--- config.mk ---
export PLATFORM = sky130hd
export DESIGN_NAME = tcw_ctrl
export DESIGN_NICKNAME = d
export VERILOG_FILES = /design/src/rtl/tcw_pkg.sv /design/src/rtl/tcw_ctrl.sv
export SDC_FILE = /design/constraint.sdc
export NUM_CORES = 1
export LEC_CHECK = 0
export ABC_AREA = 1
export BUFFER_PORTS_ARGS = -buffer_cell sky130_fd_sc_hd__buf_2
export CAP_MARGIN = 20
export CORE_AREA = 5 5 42 44
export CTS_CLUSTER_SIZE = 12
export DETAILED_ROUTE_END_ITERATION = 7
export DIE_AREA = 0 0 47 49
export GPL_TIMING_DRIVEN = 0
export PLACE_DENSITY = 0.56
export RECOVER_POWER = 25
export SYNTH_ARGS = -nofsm -noshare
export SYNTH_HDL_FRONTEND = slang
export SYNTH_SLANG_ARGS = --single-unit
--- constraint.sdc ---
create_clock -name clk -period 1.1 [get_ports clk]
set_clock_uncertainty 0.05 [all_clocks]
set_input_delay 0.11 -clock clk [delete_from_list [all_inputs] [get_ports clk]]
set_output_delay 0.11 -clock clk [all_outputs]
set_load 0.05 [all_outputs]
--- src/rtl/tcw_pkg.sv ---
// ----------------------------------------------------------------------------
// tcw_pkg
// Shared constants, operation codes and control/status types for the text
// console writer.
// ----------------------------------------------------------------------------
package tcw_pkg;

    // screen geometry
    localparam int COLUMNS = 80;
    localparam int ROWS    = 25;
    localparam int CELLS   = COLUMNS * ROWS;

    // field widths
    localparam int FUNC_W  = 2;
    localparam int CHAR_W  = 8;
    localparam int IDX_W   = 11;
    localparam int COL_W   = 7;
    localparam int ROW_W   = 5;
    localparam int CELL_W  = 16;
    localparam int ATTR_W  = 8;

    // screen address and sweep counter widths
    localparam int ADDR_W  = $clog2(CELLS);
    localparam int CNT_W   = $clog2(CELLS + 1);

    // character codes and cell values
    localparam logic [CHAR_W-1:0] NEWLINE_CODE = 8'd10;
    localparam logic [CHAR_W-1:0] SPACE_CODE   = 8'd32;
    localparam logic [ATTR_W-1:0] COLOR_RESET  = 8'd15;
    localparam logic [CELL_W-1:0] BLANK_RESET  = {COLOR_RESET, SPACE_CODE};

    // operation codes
    typedef logic [FUNC_W-1:0] func_t;
    localparam func_t FUNC_PUT   = 2'd0;
    localparam func_t FUNC_ERASE = 2'd1;
    localparam func_t FUNC_CLEAR = 2'd2;
    localparam func_t FUNC_READ  = 2'd3;

    // commands from the controller to the datapath
    typedef struct packed {
        logic capture;       // take the input word into the item registers
        logic exec;          // update cursor and do the single-cell access
        logic sweep_init;    // reset fill with the power-on blank
        logic sweep_fill;    // clear-screen fill with the current color
        logic sweep_scroll;  // scroll copy followed by bottom-row blanking
        logic sweep_clr;     // return the sweep counter to zero
        logic out_load;      // load the output word register
    } tcw_cmd_t;

    // status from the datapath to the controller
    typedef struct packed {
        func_t func;
        logic  need_scroll;
        logic  fill_last;
        logic  scroll_last;
        logic  out_free;
    } tcw_status_t;

endpackage

--- src/rtl/tcw_ctrl.sv ---
// ----------------------------------------------------------------------------
// tcw_ctrl
// Controller state machine: sequences the power-on fill, single-cell
// operations, clear and scroll sweeps, and the output hand-off.
// ----------------------------------------------------------------------------
module tcw_ctrl
(
    input  logic                 clk,
    input  logic                 rst_n,
    input  logic                 in_valid,
    output logic                 in_ready,
    input  tcw_pkg::tcw_status_t status,
    output tcw_pkg::tcw_cmd_t    cmd
);
    import tcw_pkg::*;

    localparam logic [2:0] ST_INIT   = 3'd0;
    localparam logic [2:0] ST_IDLE   = 3'd1;
    localparam logic [2:0] ST_EXEC   = 3'd2;
    localparam logic [2:0] ST_READ   = 3'd3;
    localparam logic [2:0] ST_FILL   = 3'd4;
    localparam logic [2:0] ST_SCROLL = 3'd5;
    localparam logic [2:0] ST_DONE   = 3'd6;

    logic [2:0] state_reg;
    logic [2:0] state_next;

    // state register
    always_ff @(posedge clk or negedge rst_n)
    begin
        if (!rst_n)
        begin
            state_reg <= ST_INIT;
        end
        else
        begin
            state_reg <= state_next;
        end
    end

    assign in_ready = (state_reg == ST_IDLE);

    // next state and commands
    always_comb
    begin
        state_next       = state_reg;
        cmd              = '0;
        cmd.capture      = in_ready & in_valid;
        case (state_reg)
            ST_INIT:
            begin
                cmd.sweep_init = 1'b1;
                if (status.fill_last)
                begin
                    cmd.sweep_clr = 1'b1;
                    state_next    = ST_IDLE;
                end
            end
            ST_IDLE:
            begin
                if (in_valid)
                begin
                    state_next = ST_EXEC;
                end
            end
            ST_EXEC:
            begin
                cmd.exec = 1'b1;
                if (status.func == FUNC_CLEAR)
                begin
                    state_next = ST_FILL;
                end
                else if (status.need_scroll)
                begin
                    state_next = ST_SCROLL;
                end
                else if (status.func == FUNC_READ)
                begin
                    state_next = ST_READ;
                end
                else if (status.out_free)
                begin
                    cmd.out_load = 1'b1;
                    state_next   = ST_IDLE;
                end
                else
                begin
                    state_next = ST_DONE;
                end
            end
            ST_FILL:
            begin
                cmd.sweep_fill = 1'b1;
                if (status.fill_last)
                begin
                    cmd.sweep_clr = 1'b1;
                    state_next    = ST_DONE;
                end
            end
            ST_SCROLL:
            begin
                cmd.sweep_scroll = 1'b1;
                if (status.scroll_last)
                begin
                    cmd.sweep_clr = 1'b1;
                    state_next    = ST_DONE;
                end
            end
            ST_READ, ST_DONE:
            begin
                if (status.out_free)
                begin
                    cmd.out_load = 1'b1;
                    state_next   = ST_IDLE;
                end
                else
                begin
                    state_next = ST_DONE;
                end
            end
            default:
            begin
                state_next = ST_INIT;
            end
        endcase
    end

endmodule

== Word-level counts from Yosys, hierarchy flattened ==
Cells that the tools add are included.

* Register bits: 3
* Bits in read-only memories: 0
* Bits in latches: 0
* Output and inout port bits: 8
* RAM bits: 0
* Bits of input ports: 9
* Memories: 0
* Logic and storage cells: 39

* Multiply operators: 0
* Bitwise gates (word level): 1
* Reduce and logical (&&, ||, !) cells: 4
* Div/mod/pow operators: 0
* Equal/unequal tests: 12
* $lt $le $gt $ge: 0
* Shift-type cells: 0
* Add/sub/neg operators: 0
* Multiplexer cells: 21

{| class="wikitable"
|+ Operators by type and width
! cell !! number
|-
| 3-bit 2-to-1 mux || 8
|-
| 3-bit one-hot mux with 6 select lines || 1
|-
| 1-bit 2-to-1 mux || 10
|-
| 3-bit == test, second input constant || 3
|-
| 2-bit inequality test, second input constant || 4
|-
| 3-bit by 2-bit == test with 1-bit output, second input constant || 2
|-
| 2-bit == test, second input constant || 2
|-
| 1-bit one-hot mux with 2 select lines || 2
|-
| 4-bit AND reduction || 1
|-
| 2-bit OR reduction || 2
|-
| 3-bit by 1-bit == test with 1-bit output, second input constant || 1
|-
| 3-bit logical NOT || 1
|-
| 1-bit bitwise AND || 1
|}

== Depth between registers and ports, before layout ==
* Word-level depth: 5
* Mapped depth: 8
* Mapped depth without buffers: 8

== Least setup slack after synthesis ==
OpenSTA, ideal clock, no wires.

* Path kind: reg-to-output
* Start point: reg state_reg[1]
* End point: out cmd[1] (netlist name)
* Stages on the path, launching flop included: 6
* Setup slack: -0.944 ns
* Arrival: 1.884 ns
* Data required time: 0.940 ns
* Path buffers: 0
* Cell sequence: dfrtp_1 > inv_1 > nand2_1 > nor2_1 > nand2_1 > o21ai_0

{| class="wikitable"
|+ RTL lines
! what !! line !! RTL
|-
| start, declared || tcw_ctrl.sv:25 || <nowiki>logic [2:0] state_reg;</nowiki>
|-
| start signal, assigned || tcw_ctrl.sv:37 || <nowiki>state_reg <= state_next;</nowiki>
|-
| end, declared || tcw_ctrl.sv:13 || <nowiki>output tcw_pkg::tcw_cmd_t cmd</nowiki>
|}

==> impl_results.md <==
* Top cell by count, worst path: nand2_1
* Share of post-route cells with drive strength above 1 at approximately three fifths
* X dimension of the die at around 47 um
* Detailed Route WL at approximately 910 um
* Critical path capture point type: output port
* Type of the worst setup path: flip-flop to output port
* Total overflow reported by the global router at 0
* Most frequent cell after synthesis: nand2_1
* Final max-slew violation count at 0
* Synthesized netlist cell count at 59
* Number of warnings reported in the yosys synthesis log at 0
* TritonCTS buffer count at 3
* Number of synthesized flops with an enable pin at 0
* Worst setup slack after layout at -0.3110 ns
* Vias at 440
* Fraction of registers with async set/reset at 100.0%
* Iter 0 DRT Violations at 5
* Max-cap check violation count at 0
* CP Data Arrival Time at between 1 and 1.5 ns
* Prevailing post-synth register cell: dfrtp_1
* Number of H-tree branching levels at 1
* Routability cong. at approximately 0.75
* Achievable Freq at 708.7 MHz
* Site row count at 14
* Bufs on Longest Clock Path at 2
* Initial core utilization at between 20% and 30%
* Kind of start point of the critical path: flip-flop
* Final hold viol count at 0
* Detailed Place HPWL at roughly 690 um
* Nets@finish at 98
* Die outline area at 2303 um^2
* Most used standard cells in the synthesized netlist: nand2_1, inv_1, nand3_1
* Leakage power total at 0.3530 nW
* Sequential element share of the synthesized area at 22.90%
* Wire length per cell after detailed routing at 8.731 um
* Slowest cell delay on critical path at roughly 0.4 ns
* Post-synthesis instance area at about 330 um^2
* Largest cells by area after synthesis: dfrtp_1, nand2_1, inv_1
* Worst relative slew slack at between 80% and 90%
* CP cell instances: buf_4 -> nand2_1 -> nand2_1 -> nand3_2 -> o21ai_4 -> buf_6
* Filler instances at roughly 150
* Number of global-route vias before repair at 429
* Clock sinks at 3
* Count of distinct cell types in the synthesized netlist at 13
* Worst hold slack at between 0.15 and 0.2 ns
* Core box area at 1401 um^2
* Final ANT Viol Nets at 0
* Layout overhead on the synthesized area at 102.3%
* Transition time at the pin with the least slew margin at roughly 0.26 ns
* Area share of the leading cell type in the synthesized netlist at a little under a quarter
* Portion of the clock cycle consumed by the worst path in the final layout at 128.3%
* Insertion delay to the later sink of the worst-skew pair at 0.23 ns
* Max Fanout on Critical Path at 4
* Placed cell areas at around 480 um^2
* Clock-pin slew reported for the worst setup and hold paths after clock tree synthesis at 0.04 ns
* Pre-CTS WS at -0.2930 ns
* Vias per cell at about 4.2
* Flip-flop and latch count after synthesis at 3
* Final standard cell area without fillers at around 660 um^2
* Power consumption at ~2.1 mW
* Tmin final at 1.411 ns
* CTS Root Buffer Type: clkbuf_4
* I/O Buffers at 16
* Count of non-filler cells in the finished layout at about 100
* Number of cells after detailed placement at between 90 and 100
* Status: complete, but fails checks
* Maximum number of pins on one net before global-route repair at 6
* CTS tree: done
* Cell type contributing the most total cell area after synthesis: dfrtp_1
* I/O Pins at 17
* Unrepaired setup endpoints after global routing: true
* Number of setup violations in the final report at 11
* Largest vdd supply drop at ~1.3 mV
* Post-synth net total at between 60 and 70
* Drt drc at 0
* Total Routing Usage GR at 8.886%
* Power per standard cell area at approximately 3200 nW/um^2
* Max FFs per register at 3
* Global-route wire length before repair at about 1.6 mm
* Post-Synthesis Mean Instance Area at approximately 5.6 um^2
* Height of the chip at 49 um
* Total iterations of the first detailed-routing run at 4
* Classification of the worst-slack hold path: input port to async pin
* ANT cells at 0
* WP data required at between 0.9 and 1 ns
* Initial antenna violation count at 0
* Violations in the final reports: negative setup slack
* Worst-path cell with the longest stage delay: dfrtp_1
[cells in the final DEF (no fill, tap or decap), types with 3 or more instances in the layout]
cell type   n
nand2_1    12
inv_2       4
inv_1      10
buf_6       7
buf_2       7
nor2_4      6
nand3_1     5
clkbuf_4    3
nand2_2     5
buf_4       7
[layout make-up]
cell class | instances | area, um^2 | area share [%]
well taps | 16 | 20.02 | 3.019
repair buffers | 25 | 210.2 | 31.70
flip-flops and latches | 3 | 77.57 | 11.70
inverters | 15 | 58.81 | 8.868
multi-input cells | 41 | 270.3 | 40.75
clock buffers | 4 | 26.28 | 3.962
[power breakdown]
group / switching [mW] / internal (mW) / total (mW)
clock network: 0.0529 / 0.136 / 0.189
logic: 1.02 / 0.664 / 1.68
registers: 0.0984 / 0.178 / 0.276
total: 1.17 / 0.977 / 2.14
[critical path: cells and delay by family, from the launching register on]
kind | cells | cell delay (ns)
AO/OA/AOI/OAI | 1 | 0.07
buffers and inverters | 2 | 0.32
flip-flops | 1 | 0.39
AND/OR/NAND/NOR | 3 | 0.25
[worst paths after layout]
check / startpoint / endpoint / slack [ns] / cells after the start
worst min register to register: state_reg[2] / state_reg[2] / 0.63 / 2
max in group asynchronous: rst_n / state_reg[1] / 0.67 / 2
worst min-delay path: rst_n / state_reg[0] / 0.16 / 2
worst max-delay path: state_reg[0] / cmd[0] / -0.31 / 6
min in group clk: status[3] / state_reg[2] / 0.20 / 5
worst max register to register: state_reg[1] / state_reg[0] / -0.24 / 9
[cells by family (layout without fill, tap and decap cells)]
kind of cell	count (synthesis)	after routing	synth area share (%)
AND/OR/NAND/NOR	36	36	52.29
buffers and inverters	15	44	17.18
flip-flops	3	3	22.90
AO/OA/AOI/OAI	5	5	7.632
[routing by layer]
layer,routed length [um],share of wire (%),GRT usage [%]
met1,360,40,10.60
met2,506,56,14.93
met3,42,4.6,1.107
met4,0,0,4.147
met5,0,0,0
[timing repair]
action                     4_1_cts  5_1_grt
resized for setup               30        0
pin swaps                        2        0
setup buffers                    8        0
hold buffers                     1        0
hold endpoints to repair         3        0
setup endpoints to repair       10       11
cloned                           0        0
[metrics by stage]
stage,util [%],TNS [ns]
finish,47.32,-2.354
global route,47.32,-3.221
CTS,47.41,-2.471
detailed placement,34.11,-1.378
global placement,34.11,-1.370
floorplan,-,-1.784
(Power assumes the default switching activity.)
